<file path="src/design/i2cms_pkg.sv">
// Shared types and constants for the I2C master bit sequencer.
package i2cms_pkg;

    typedef enum logic [2:0] {
        CMD_NONE  = 3'd0,
        CMD_START = 3'd1,
        CMD_STOP  = 3'd2,
        CMD_WRITE = 3'd3,
        CMD_READ  = 3'd4
    } cmd_t;

    localparam int unsigned PHASE_W = 16;
    localparam int unsigned STEP_W  = 6;
    localparam int unsigned BITCNT_W = 4;

    localparam logic [PHASE_W-1:0] PHASE_TICKS_RESET = 16'd10;

    // Register indexes on the configuration port.
    localparam logic REG_PHASE_TICKS = 1'b0;

    typedef struct packed {
        logic       scl_level;
        logic       sda_level;
        logic       sda_drive;
        logic       busy_res;
        logic       done_res;
        logic [7:0] read_byte;
        logic       ack_missing;
    } result_t;

    typedef struct packed {
        logic [2:0] command;
        logic [7:0] data_byte;
        logic       send_ack;
        logic       sda_sample;
    } tick_t;

endpackage

</file>
<file path="src/design/i2cms_regs.sv">
// APB-style configuration register holding the phase length.
module i2cms_regs (
    input  logic                               aclk,
    input  logic                               aresetn,
    input  logic                               psel,
    input  logic                               penable,
    input  logic                               pwrite,
    input  logic [2:0]                         paddr,
    input  logic [31:0]                        pwdata,
    output logic [31:0]                        prdata,
    output logic                               pready,
    output logic [i2cms_pkg::PHASE_W-1:0]      phase_ticks
);

    logic [i2cms_pkg::PHASE_W-1:0] phase_ticks_reg;
    logic                          wr_en;

    assign pready = 1'b1;
    assign wr_en  = psel && penable && pwrite && (paddr[2] == i2cms_pkg::REG_PHASE_TICKS);

    always_ff @(posedge aclk) begin
        if (!aresetn) begin
            phase_ticks_reg <= i2cms_pkg::PHASE_TICKS_RESET;
        end else if (wr_en) begin
            phase_ticks_reg <= pwdata[i2cms_pkg::PHASE_W-1:0];
        end
    end

    always_comb begin
        prdata = '0;
        if (paddr[2] == i2cms_pkg::REG_PHASE_TICKS) begin
            prdata = {{(32-i2cms_pkg::PHASE_W){1'b0}}, phase_ticks_reg};
        end
    end

    assign phase_ticks = phase_ticks_reg;

endmodule

</file>
<file path="src/design/i2cms_step.sv">
// Sequencer state and the per-tick update of command, phase and pin registers.
module i2cms_step (
    input  logic                          aclk,
    input  logic                          aresetn,
    input  logic                          advance,
    input  i2cms_pkg::tick_t              tick,
    input  logic [i2cms_pkg::PHASE_W-1:0] phase_ticks,
    output i2cms_pkg::result_t            result
);

    typedef struct packed {
        logic scl;
        logic sda;
        logic drive;
    } pins_t;

    i2cms_pkg::cmd_t                  active_reg, active_next;
    logic [i2cms_pkg::STEP_W-1:0]     step_reg, step_next;
    logic [i2cms_pkg::PHASE_W-1:0]    timer_reg, timer_next;
    logic [i2cms_pkg::BITCNT_W-1:0]   bitcnt_reg, bitcnt_next;
    logic [7:0]                       shift_reg, shift_next;
    pins_t                            pins_reg, pins_next;
    logic                             ack_err_reg, ack_err_next;
    logic                             ack_choice_reg, ack_choice_next;
    logic [7:0]                       rx_reg, rx_next;
    logic                             done;
    logic [i2cms_pkg::PHASE_W-1:0]    limit;
    logic [i2cms_pkg::PHASE_W:0]      timer_inc;
    logic [i2cms_pkg::STEP_W-1:0]     step_inc;
    logic [i2cms_pkg::STEP_W-1:0]     phase_cnt;
    i2cms_pkg::cmd_t                  cmd_in;

    // Pin levels for the phase that begins at step s of command c.
    function automatic pins_t enter_phase(i2cms_pkg::cmd_t c, logic [5:0] s,
                                          logic [7:0] sh, logic ack, pins_t p);
        pins_t q;
        q = p;
        unique case (c)
            i2cms_pkg::CMD_START: begin
                if (s == 6'd0) begin
                    q.sda = 1'b1; q.scl = 1'b1; q.drive = 1'b1;
                end else if (s == 6'd1) begin
                    q.sda = 1'b0;
                end else begin
                    q.scl = 1'b0;
                end
            end
            i2cms_pkg::CMD_STOP: begin
                q.drive = 1'b1;
                if (s == 6'd0)      q.scl = 1'b0;
                else if (s == 6'd1) q.sda = 1'b0;
                else if (s == 6'd2) q.scl = 1'b1;
                else                q.sda = 1'b1;
            end
            i2cms_pkg::CMD_WRITE: begin
                if (s < 6'd16) begin
                    if (!s[0]) begin
                        q.scl = 1'b0; q.drive = 1'b1; q.sda = sh[7];
                    end else begin
                        q.scl = 1'b1;
                    end
                end else if (s == 6'd16) begin
                    q.scl = 1'b0; q.drive = 1'b0; q.sda = 1'b1;
                end else begin
                    q.scl = 1'b1;
                end
            end
            default: begin
                if (s < 6'd16) begin
                    if (!s[0]) begin
                        q.scl = 1'b0; q.drive = 1'b0; q.sda = 1'b1;
                    end else begin
                        q.scl = 1'b1;
                    end
                end else if (s == 6'd16) begin
                    q.scl = 1'b0; q.drive = 1'b1; q.sda = ~ack;
                end else begin
                    q.scl = 1'b1;
                end
            end
        endcase
        return q;
    endfunction

    assign limit     = (phase_ticks == '0) ? {{(i2cms_pkg::PHASE_W-1){1'b0}}, 1'b1} : phase_ticks;
    assign timer_inc = {1'b0, timer_reg} + {{i2cms_pkg::PHASE_W{1'b0}}, 1'b1};
    assign step_inc  = step_reg + 6'd1;

    always_comb begin
        unique case (active_reg)
            i2cms_pkg::CMD_START: phase_cnt = 6'd3;
            i2cms_pkg::CMD_STOP:  phase_cnt = 6'd4;
            default:              phase_cnt = 6'd18;
        endcase
    end

    // Codes above four mean no command.
    always_comb begin
        unique case (tick.command)
            i2cms_pkg::CMD_START: cmd_in = i2cms_pkg::CMD_START;
            i2cms_pkg::CMD_STOP:  cmd_in = i2cms_pkg::CMD_STOP;
            i2cms_pkg::CMD_WRITE: cmd_in = i2cms_pkg::CMD_WRITE;
            i2cms_pkg::CMD_READ:  cmd_in = i2cms_pkg::CMD_READ;
            default:              cmd_in = i2cms_pkg::CMD_NONE;
        endcase
    end

    always_comb begin
        active_next     = active_reg;
        step_next       = step_reg;
        timer_next      = timer_reg;
        bitcnt_next     = bitcnt_reg;
        shift_next      = shift_reg;
        pins_next       = pins_reg;
        ack_err_next    = ack_err_reg;
        ack_choice_next = ack_choice_reg;
        rx_next         = rx_reg;
        done            = 1'b0;

        if (active_reg == i2cms_pkg::CMD_NONE) begin
            if (cmd_in != i2cms_pkg::CMD_NONE) begin
                active_next = cmd_in;
                step_next   = '0;
                timer_next  = '0;
                bitcnt_next = '0;
                if (cmd_in == i2cms_pkg::CMD_WRITE) begin
                    shift_next = tick.data_byte;
                end else if (cmd_in == i2cms_pkg::CMD_READ) begin
                    shift_next      = 8'd0;
                    ack_choice_next = tick.send_ack;
                end
                pins_next = enter_phase(cmd_in, 6'd0, shift_next, ack_choice_next, pins_reg);
            end
        end else if (timer_inc < {1'b0, limit}) begin
            timer_next = timer_inc[i2cms_pkg::PHASE_W-1:0];
        end else begin
            timer_next = '0;
            // End of the current phase: shift on the SCL high phases.
            if (step_reg < 6'd16 && step_reg[0]) begin
                if (active_reg == i2cms_pkg::CMD_WRITE) begin
                    shift_next  = {shift_reg[6:0], 1'b0};
                    bitcnt_next = bitcnt_reg + 4'd1;
                end else if (active_reg == i2cms_pkg::CMD_READ) begin
                    shift_next  = {shift_reg[6:0], tick.sda_sample};
                    bitcnt_next = bitcnt_reg + 4'd1;
                end
            end else if (step_reg == 6'd17 && active_reg == i2cms_pkg::CMD_WRITE) begin
                ack_err_next = tick.sda_sample;
            end

            if (step_inc >= phase_cnt) begin
                if (active_reg == i2cms_pkg::CMD_WRITE) begin
                    pins_next.scl = 1'b0;
                end else if (active_reg == i2cms_pkg::CMD_READ) begin
                    pins_next.scl = 1'b0;
                    rx_next       = shift_next;
                end
                active_next = i2cms_pkg::CMD_NONE;
                step_next   = '0;
                done        = 1'b1;
            end else begin
                step_next = step_inc;
                pins_next = enter_phase(active_reg, step_inc, shift_next, ack_choice_reg,
                                        pins_reg);
            end
        end
    end

    always_ff @(posedge aclk) begin
        if (!aresetn) begin
            active_reg     <= i2cms_pkg::CMD_NONE;
            step_reg       <= '0;
            timer_reg      <= '0;
            bitcnt_reg     <= '0;
            shift_reg      <= '0;
            pins_reg       <= '{scl: 1'b1, sda: 1'b1, drive: 1'b1};
            ack_err_reg    <= 1'b0;
            ack_choice_reg <= 1'b0;
            rx_reg         <= '0;
        end else if (advance) begin
            active_reg     <= active_next;
            step_reg       <= step_next;
            timer_reg      <= timer_next;
            bitcnt_reg     <= bitcnt_next;
            shift_reg      <= shift_next;
            pins_reg       <= pins_next;
            ack_err_reg    <= ack_err_next;
            ack_choice_reg <= ack_choice_next;
            rx_reg         <= rx_next;
        end
    end

    always_comb begin
        result.scl_level   = pins_next.scl;
        result.sda_level   = pins_next.sda;
        result.sda_drive   = pins_next.drive;
        result.busy_res    = (active_next != i2cms_pkg::CMD_NONE);
        result.done_res    = done;
        result.read_byte   = rx_next;
        result.ack_missing = ack_err_next;
    end

endmodule

</file>
<file path="src/design/i2c_master_bit_sequencer.sv">
// Top level of the I2C master bit sequencer: input stage, step logic and result register.
//
//  channel | ports                                      | role
//  --------+--------------------------------------------+-------------------------------
//  input   | s_valid, s_ready, s_command .. s_sda_sample | one clock tick with a command
//  result  | m_valid, m_ready, m_scl_level .. m_ack_missing | pin levels and status per tick
//  config  | psel, penable, pwrite, paddr, pwdata, prdata, pready | phase_ticks at 0x0
//
// One tick is taken every cycle while the result side does not stall; its result passes from
// the input register to the result register, which drives the m_ ports.
// The sequencer state advances when the input register hands its tick to the result
// register; a stall on the result side holds both stages, and s_ready falls once the
// input register also holds a tick.
// Reset is synchronous on aresetn and releases the bus (SCL, SDA high, SDA driven).
module i2c_master_bit_sequencer (
    input  logic        aclk,
    input  logic        aresetn,
    input  logic        s_valid,
    output logic        s_ready,
    input  logic [2:0]  s_command,
    input  logic [7:0]  s_data_byte,
    input  logic        s_send_ack,
    input  logic        s_sda_sample,
    output logic        m_valid,
    input  logic        m_ready,
    output logic        m_scl_level,
    output logic        m_sda_level,
    output logic        m_sda_drive,
    output logic        m_busy_res,
    output logic        m_done_res,
    output logic [7:0]  m_read_byte,
    output logic        m_ack_missing,
    input  logic        psel,
    input  logic        penable,
    input  logic        pwrite,
    input  logic [2:0]  paddr,
    input  logic [31:0] pwdata,
    output logic [31:0] prdata,
    output logic        pready
);

    logic                          in_valid_reg;
    i2cms_pkg::tick_t              tick_reg;
    logic                          out_valid_reg;
    i2cms_pkg::result_t            result_reg;
    i2cms_pkg::result_t            result;
    logic                          advance;
    logic                          s_xfer;
    logic [i2cms_pkg::PHASE_W-1:0] phase_ticks;

    assign advance = in_valid_reg && (!out_valid_reg || m_ready);
    assign s_ready = !in_valid_reg || advance;
    assign s_xfer  = s_valid && s_ready;

    i2cms_regs u_regs (
        .aclk        (aclk),
        .aresetn     (aresetn),
        .psel        (psel),
        .penable     (penable),
        .pwrite      (pwrite),
        .paddr       (paddr),
        .pwdata      (pwdata),
        .prdata      (prdata),
        .pready      (pready),
        .phase_ticks (phase_ticks)
    );

    i2cms_step u_step (
        .aclk        (aclk),
        .aresetn     (aresetn),
        .advance     (advance),
        .tick        (tick_reg),
        .phase_ticks (phase_ticks),
        .result      (result)
    );

    always_ff @(posedge aclk) begin
        if (!aresetn) begin
            in_valid_reg <= 1'b0;
        end else if (s_ready) begin
            in_valid_reg <= s_valid;
        end
    end

    always_ff @(posedge aclk) begin
        if (s_xfer) begin
            tick_reg <= '{command: s_command, data_byte: s_data_byte,
                          send_ack: s_send_ack, sda_sample: s_sda_sample};
        end
    end

    always_ff @(posedge aclk) begin
        if (!aresetn) begin
            out_valid_reg <= 1'b0;
        end else if (advance) begin
            out_valid_reg <= 1'b1;
        end else if (m_ready) begin
            out_valid_reg <= 1'b0;
        end
    end

    always_ff @(posedge aclk) begin
        if (advance) begin
            result_reg <= result;
        end
    end

    assign m_valid       = out_valid_reg;
    assign m_scl_level   = result_reg.scl_level;
    assign m_sda_level   = result_reg.sda_level;
    assign m_sda_drive   = result_reg.sda_drive;
    assign m_busy_res    = result_reg.busy_res;
    assign m_done_res    = result_reg.done_res;
    assign m_read_byte   = result_reg.read_byte;
    assign m_ack_missing = result_reg.ack_missing;

endmodule
</file>
<file path="config.mk">
export PLATFORM = sky130hd
export DESIGN_NAME = i2c_master_bit_sequencer
export DESIGN_NICKNAME = d
export VERILOG_FILES = /design/src/design/i2cms_pkg.sv /design/src/design/i2cms_regs.sv /design/src/design/i2cms_step.sv /design/src/design/i2c_master_bit_sequencer.sv
export SDC_FILE = /design/constraint.sdc
export NUM_CORES = 1
export LEC_CHECK = 0
export BUFFER_PORTS_ARGS = -buffer_cell sky130_fd_sc_hd__buf_2
export CAP_MARGIN = 20
export CORE_ASPECT_RATIO = 1.2
export CORE_UTILIZATION = 50
export CTS_CLUSTER_SIZE = 14
export DETAILED_ROUTE_END_ITERATION = 6
export GPL_TIMING_DRIVEN = 1
export PLACE_DENSITY = 0.78
export SETUP_SLACK_MARGIN = 0.05
export SYNTH_ARGS = -nofsm -noshare
export SYNTH_HDL_FRONTEND = slang
export SYNTH_SLANG_ARGS = --single-unit
</file>
<file path="constraint.sdc">
create_clock -name aclk -period 9 [get_ports aclk]
set_input_delay 2.25 -clock aclk [delete_from_list [all_inputs] [get_ports aclk]]
set_output_delay 2.25 -clock aclk [all_outputs]
set_load 0.02 [all_outputs]
</file>
# Word-level counts from Yosys, hierarchy flattened
# Index checks and enable logic that the tools add are counted.
# W data, S select, Z words.
[op_classes] n_eq_ne=19 magnitude_cmp=4 n_mux=62 n_reduce_logical=22 n_bitwise=3 addsub=2
[op_table] op="$mux W8" n=13
[op_table] op="$mux W16" n=5
[op_table] op="$mux W3" n=9
[op_table] op="$mux W6" n=4
[op_table] op="$mux W1" n=21
[op_table] op="$eq A3 B2 Y1 const B" n=6
[op_table] op="$pmux W3 S3" n=2
[op_table] op="$add A16 B1 Y17 const B" n=1
[op_table] op="$lt A17 B16 Y1" n=1
[op_table] op="$logic_not A16 Y1" n=1
[op_table] op="$eq A6 B5 Y1 const B" n=2
[op_table] op="$lt A6 B5 Y1 const B" n=2
[op_table] op="$mux W2" n=6
[op_table] op="$pmux W3 S4" n=1
[op_table] op="$pmux W5 S2" n=1
[op_table] op="$eq A3 B1 Y1 const B" n=3
[op_table] op="$eq A3 B3 Y1 const B" n=3
[op_table] op="$logic_and A1 B1 Y1" n=7
[op_table] op="$add A6 B1 Y6 const B" n=1
[op_table] op="$eq A6 B1 Y1 const B" n=1
[op_table] op="$eq A6 B2 Y1 const B" n=1
[op_table] op="$ge A6 B5 Y1" n=1
[op_table] op="$logic_not A6 Y1" n=1
[op_table] op="$reduce_bool A3 Y1" n=2
[op_table] op="13 further kinds" n=17
[word_totals] reg_bits=91 in_bits=55

# Depth between registers and ports, before layout
# Gate-level depths: netlist of the first run.
[depth] depth_word=10 ltp_mapped=18 mapped_depth_nobuf=15

# Modules after synthesis
# Synthesis of the first run repeated with hierarchy kept, for this count alone.
[hier_totals] cells_unflattened=609 hier_area_um2=5615.4
[modules_own_cells] module="i2cms_step" n_inst=1 cells_per_inst=467 area_each_um2=3783.6 seq_area_each_um2=920.9
[modules_own_cells] module="i2cms_regs" n_inst=1 cells_per_inst=106 area_each_um2=917.1 seq_area_each_um2=320.3
[modules_own_cells] module="i2c_master_bit_sequencer" n_inst=1 cells_per_inst=36 area_each_um2=914.6 seq_area_each_um2=850.8

# Worst setup path after synthesis of the first run
# OpenSTA, ideal clock, no wires.
[synth_timing] path_kind="input -> output" from="in paddr[2]" to="out prdata[10]" arrival_ps=2925 path_stages=3 slack_ps=3825 cell_sequence="clkbuf_1 clkbuf_1 nor2_1"
[synth_via] elab_chain_len=1
[synth_lines] item="from (decl)" line="i2c_master_bit_sequencer.sv:36" rtl="input logic [2:0] paddr,"
[synth_lines] item="$mux W16" line="i2cms_regs.sv:31" rtl="if (paddr[2] == i2cms_pkg::REG_PHASE_TICKS) begin"
[synth_lines] item="to (decl)" line="i2c_master_bit_sequencer.sv:38" rtl="output logic [31:0] prdata,"
# Every way passes these cells.

# Worst setup path after layout of the first run
[layout_timing] from="in m_ready" to="out s_ready"
[layout_via] elab_chain_len=3
[layout_lines] item="from (decl)" line="i2c_master_bit_sequencer.sv:25" rtl="input logic m_ready,"
[layout_lines] item="$logic_or A1 B1 Y1" line="i2c_master_bit_sequencer.sv:51" rtl="assign advance = in_valid_reg && (!out_valid_reg || m_ready);"
[layout_lines] item="$logic_and A1 B1 Y1" line="i2c_master_bit_sequencer.sv:51"
[layout_lines] item="$logic_or A1 B1 Y1" line="i2c_master_bit_sequencer.sv:52" rtl="assign s_ready = !in_valid_reg || advance;"
[layout_lines] item="to (decl)" line="i2c_master_bit_sequencer.sv:19" rtl="output logic s_ready,"
# Every way passes these cells.

==> results of run 1 <==
[worst max path at each step]
stage / cells after the start / slack, ns / from / to
global route: 4 / 3.91 / m_ready / s_ready
finish: 4 / 3.95 / m_ready / s_ready
detailed placement: 4 / 3.96 / m_ready / s_ready
floorplan: 3 / 3.83 / paddr[2] / prdata[10]
global placement: 4 / 3.97 / m_ready / s_ready
CTS: 4 / 3.95 / m_ready / s_ready
[layout by cell type (no fill, tap or decap), types with 14 or more instances in the layout]
cell type	n
a21oi_1	38
a22oi_1	16
buf_2	68
conb_1	17
dfxtp_1	64
edfxtp_1	27
ha_1	24
inv_1	25
mux2_2	15
nand2_1	65
nand3_1	18
nor2_1	63
nor2b_1	15
nor3_1	14
o21ai_0	21
[worst reg2reg max path: stages, from the launching register on]
cell	delay, ns
dfxtp_1	0.41
ha_1	0.21
nand3_1	0.15
nor3_1	0.31
and3_1	0.26
nand2_1	0.08
xnor2_1	0.22
ha_1	0.31
a41oi_1	0.28
o21ai_0	0.13
a211oi_1	0.27
a31o_2	0.24
nand2_1	0.28
o211ai_1	0.78
nor2b_1	0.24
nor3_1	0.07
[power breakdown]
group / internal, mW / total [mW] / switching, mW
Clock: 0.200 / 0.357 / 0.157
Combinational: 0.0268 / 0.0794 / 0.0527
Sequential: 0.434 / 0.443 / 0.00888
[area by class of cell]
type                            instances  area (µm²)  share of cell area (%)
Multi-Input combinational cell        441        2790                    48.3
Sequential cell                        91        2090                    36.3
Timing Repair Buffer                   70         355                    6.16
Clock buffer                           11         253                    4.38
Tap cell                              126         158                    2.73
Inverter                               26        97.6                    1.69
Clock inverter                          4        25.0                   0.434
[per-stage QoR]
stage / setup slack [ns] / std cells
3_5_place_dp: 3.96 / 754
5_1_grt: 3.91 / 769
4_1_cts: 3.95 / 769
3_3_place_gp: 3.97 / 754
2_1_floorplan: 3.83 / 609
6_report: 3.95 / 769
[kinds of logic (layout without fill, tap and decap cells)]
family | Yosys count | in the layout | synth area share, %
other cells | 2 | 17 | 0.144
mux | 20 | 20 | 4.21
simple gates | 227 | 227 | 21.2
fa+ha+maj | 24 | 24 | 5.77
xor+xnor | 16 | 16 | 2.69
compound gates | 137 | 137 | 18.5
buf+inv | 77 | 111 | 7.26
flops | 91 | 91 | 40.2
[per-layer routing]
metal,part of all wire (%),global-route usage (%)
met1,42,27.2
met4,1.9,9.09
met2,52,38.7
met3,4.0,3.27
met5,0,0
==> metrics, run 1 <==
run status=finished with violations; failing checks=DRC; core footprint=10100 µm²; unrepaired setup endpoints after global routing=no; Pleak=2.38 nW; final setup fails=0; post-route design area=5770 µm²; top post-synthesis cells by area=dfxtp_1, edfxtp_1, ha_1; Hold Crit Depth=2; post-CTS setup buffers=0; post-synth cell types=between 60 and 70; minimum clock period=5.05 ns; Clk Latency, worst-skew pair=0.34 ns; Worst Hold End=u_regs.phase_ticks[5]; total routed wirelength=between 10000 and 15000 µm; crit share post-route=56.1%; Design Power=0.879 mW; Core Rows=40; first-pass GRT wire length=18900 µm; ratio of cells with drive above 1 in the final layout=18.4%; worst path cell trace=buf_2 > nor2b_1 > nand2_1 > buf_2; fmax=198 MHz; Area Overhead vs Synth=10.9%; R2R Setup Slk=4.60 ns; die area=between 10000 and 15000 µm²; r2r endpoint=u_step.shift_reg[2]; crit end category=output port; Num Clock Sinks=91; Num CTS Buffers=9; Synth Flop Type=dfxtp_1; Seq cells post-synth=between 90 and 100; most frequent cell after synthesis=nand2_1; post-cts sizing count=0; Final Core Density=57.3%; PwrDens=roughly 150 nW/µm²; clk buf depth=2; Max Cap Viol=0; grt ovf=0; Async SR Flop Fraction=0%; CTS tree=built; initial drt markers=257; Final ANT Viol Nets=0; sequential fraction of the synthesis area=40.2%; Post-DP Area=5490 µm²; area leader, netlist=dfxtp_1; Clock Tree Root=clkbuf_16; clock slew at reported path FFs=0.06 ns; largest net degree at the start of global routing=51; ANT cells=0; # fillers=897; TritonRoute pass-1 iters=7; R2R Path Start=u_step.timer_reg[0]; worst hold path type=flip-flop to flip-flop; hpwl dp=8410 µm; vias per inst=5.77; Slowest-stage cell, CP=nor2b_1; Largest delay share family, worst path=simple AND/OR/NAND/NOR gates; synthesized cell area=5200 µm²; Yosys Warn Count=0; most used cell, CP=buf_2; WL/cell=about 15 µm; setup tns final=0 ns; # DRC=2; initial core utilization=51.7%; share of the synthesized area in the top cell type=24.6%; Vias=~4400; synth cell count leaders=nand2_1, dfxtp_1, nor2_1, a21oi_1, edfxtp_1; Slew @ Worst Pin=1.07 ns; worst hold path startpoint=u_regs.phase_ticks[5]; arrival time at the worst endpoint=~2.8 ns; die height=114 µm; Syn Inst Count=594; CTS H-tree lvls=3; Hold Vio Cnt, Final=0; Die Wd=95.1 µm; Critical path buffers and inverters=2; critical-path maximum fanout=4; port buffer count=68; Boundary Pins=about 100; EDFF count, synth=27; Crit Path Category=input pin to output port; CP startpoint kind=input pin; initial antenna violation count=0; number of global-route vias before repair=4072; Final GP Congestion=0.895; max_slew headroom=between 20 and 30%; Worst EP required=around 6.8 ns; clk_skew=0.00735 ns; R2R depth=15; Tot GR Track Use=22.3%; peak supply drop=between 0.0001 and 0.00015 V; NumNets Final=718; Hold-fix buffers, CTS=0; pins over their slew limit=0; Avg Inst Size Synth=8.76 µm²; final hold slack=0.474 ns; Max stage delay on crit path=0.19 ns
Note: power is estimated with default switching activity, not from simulation.
==> run 2, diff against run 1 <==
--- a/config.mk
+++ b/config.mk
@@ -12,7 +12,7 @@
 export CTS_CLUSTER_SIZE = 14
 export DETAILED_ROUTE_END_ITERATION = 6
 export GPL_TIMING_DRIVEN = 1
-export PLACE_DENSITY = 0.78
+export PLACE_DENSITY = 0.8
 export SETUP_SLACK_MARGIN = 0.05
 export SYNTH_ARGS = -nofsm -noshare
 export SYNTH_HDL_FRONTEND = slang
==> constraint.sdc (replaced) <==
create_clock -name aclk -period 4.4 [get_ports aclk]
set_input_delay 1.1 -clock aclk [delete_from_list [all_inputs] [get_ports aclk]]
set_output_delay 1.1 -clock aclk [all_outputs]
set_load 0.02 [all_outputs]
==> metrics, run 2 (synthesis results as in run 1) <==
initial drt markers=334 (+30%); FF+latch area=2090 µm² (unchanged); # DRC=0 (-2); crit share post-route=90.8%; Clk Latency, worst-skew pair=0.35 ns (about the same); Num Clock Sinks=91 (unchanged); worst path cell trace=and3_1 > and3_1 > nor2b_1 > and3_1 > xor2_1 > ha_1 > a41oi_1 > o21ai_0 > a211oi_1 > a31o_2 > nand2_2 > nand2_1 > mux2_2 > a21oi_1; CTS tree=built; Max stage delay on crit path=0.42 ns (+0.23 ns); dpl cells=758 (+0.53%); clock slew at reported path FFs=0.06 ns (about the same); ANT cells=0 (unchanged); clk_skew=0.0130 ns (+0.00563 ns); core footprint=10100 µm² (unchanged); area taken by multi-input logic gates=2790 µm² (about the same); max_slew headroom=35.4% (+7.5 points); Slowest-stage cell, CP=dfxtp_1; run status=complete, no violations; ratio of cells with drive above 1 in the final layout=19.1% (+0.78 points); Hold Crit Depth=2 (unchanged); Area Overhead vs Synth=11.5%; CTS H-tree lvls=3 (unchanged); die area=10800 µm² (unchanged); Vias=4535 (+2.1%); Layout Cells excl Fill=774 (+0.65%); setup tns final=0 ns (unchanged); minimum clock period=3.99 ns; vias per inst=5.86 (+1.5%); largest net degree at the start of global routing=51 (unchanged); crit end category=flip-flop; NumNets Final=722 (+0.56%); Die Wd=95.1 µm (unchanged); post-CTS setup buffers=0 (unchanged); Tot GR Track Use=23.0% (+0.79 points); unrepaired setup endpoints after global routing=no; clk buf depth=2 (unchanged); final setup fails=0 (unchanged); Final ANT Viol Nets=0 (unchanged); Clock Tree Root=clkbuf_16; number of global-route vias before repair=4335 (+6.5%); PwrDens=311 nW/µm² (+100%); Boundary Pins=104 (unchanged); die height=114 µm (unchanged); Pleak=2.40 nW (+0.82%); critical-path maximum fanout=12 (+8); grt ovf=0 (unchanged); CP startpoint kind=flip-flop; initial core utilization=51.7% (unchanged); first-pass GRT wire length=19600 µm (+3.8%); pins over their slew limit=0 (unchanged); # fillers=854 (-4.8%); peak supply drop=0.000270 V (+110%); Num CTS Buffers=9 (unchanged); worst hold path type=flip-flop to flip-flop; TritonRoute pass-1 iters=5 (-2); Max Cap Viol=0 (unchanged); WL/cell=15.4 µm (+0.49%); arrival time at the worst endpoint=4.17 ns (+1.37 ns); Slew @ Worst Pin=0.961 ns (-0.106 ns); Final GP Congestion=0.903 (+0.92%); R2R depth=14 (-1); total routed wirelength=11900 µm (+1.1%); fmax=between 200 and 300 MHz; most frequent cells in the layout=buf_2, nand2_1, dfxtp_1; port buffer count=68 (unchanged); commonest non-fill, non-tap cell in the layout=buf_2; initial antenna violation count=0 (unchanged); Worst EP required=4.57 ns (-2.18 ns); Crit Path Category=flip-flop to flip-flop; most used cell, CP=and3_1; Hold Vio Cnt, Final=0 (unchanged); hpwl dp=8640 µm (+2.7%); Core Rows=40 (unchanged)
## run 2: cell count changes in the layout (fill, tap and decap cells not counted), sizes merged
cell / before / now
inv: 27 / 30
clkinvlp: 1 / 0
clkinv: 2 / 1
buf: 70 / 74
## run 2: per-stage QoR
stage / util (%) / area [µm²] / hold WS [ns] / worst slack [ns] / power, mW
global placement: 54.9 / 5520 / 0.447 / 0.515 / 1.08
global route: 57.6 / 5800 / 0.491 / 0.0821 / 1.86
CTS: 57.6 / 5800 / 0.469 / 0.359 / 1.80
detailed placement: 54.9 / 5520 / 0.459 / 0.387 / 1.09
floorplan: - / 5260 / 0.438 / 0.818 / 1.05
finish: 57.6 / 5800 / 0.469 / 0.406 / 1.80
## run 2: final cells by class
type	instances	share of cell area, %
Sequential cell	91	36.1
Timing Repair Buffer	74	6.65
Tap cell	126	2.72
Multi-Input combinational cell	441	48.1
Clock buffer	11	4.01
Inverter	26	1.68
Clock inverter	5	0.755
## run 2: path summary, 6_finish.rpt
kind	startpoint	endpoint	slack, ns
worst max-delay path	u_step.timer_reg[0]	m_sda_drive	0.41
worst min-delay path	u_step.rx_reg[2]	u_step.rx_reg[2]	0.47
worst max register to register	u_step.timer_reg[0]	m_sda_drive	0.41
worst min register to register	u_step.rx_reg[2]	u_step.rx_reg[2]	0.47
## run 2: critical path, delay by kind of cell, from the launching register on
kind,cells,cell delay (ns)
xor gates and xnor gates,1,0.21
and+or+nand+nor,6,1.45
DFF,1,0.42
AOI/OAI and AO/OA,5,1.09
adders and majority gates,1,0.29
muxes,1,0.35
## run 2: routing by layer
layer	track usage, %	share of wire, %	vias up	wire, µm
met5	0	0	-	0
met4	14.3	3.6	0	427
met3	3.13	4.5	41	538
met2	38.7	51	162	6110
met1	27.5	40	2137	4810
li1	-	-	2195	-
## run 2: timing repair
action,in CTS,in global routing
resized for setup,0,2
setup endpoints to repair,0,25
hold buffers,0,0
## run 2: report_power, final
group | internal [mW] | total (mW) | switching, mW | leakage [nW]
clock network | 0.393 | 0.731 | 0.338 | 0.137
logic | 0.0562 | 0.165 | 0.109 | 1.49
registers | 0.888 | 0.905 | 0.0175 | 0.778
total | 1.34 | 1.80 | 0.464 | 2.40
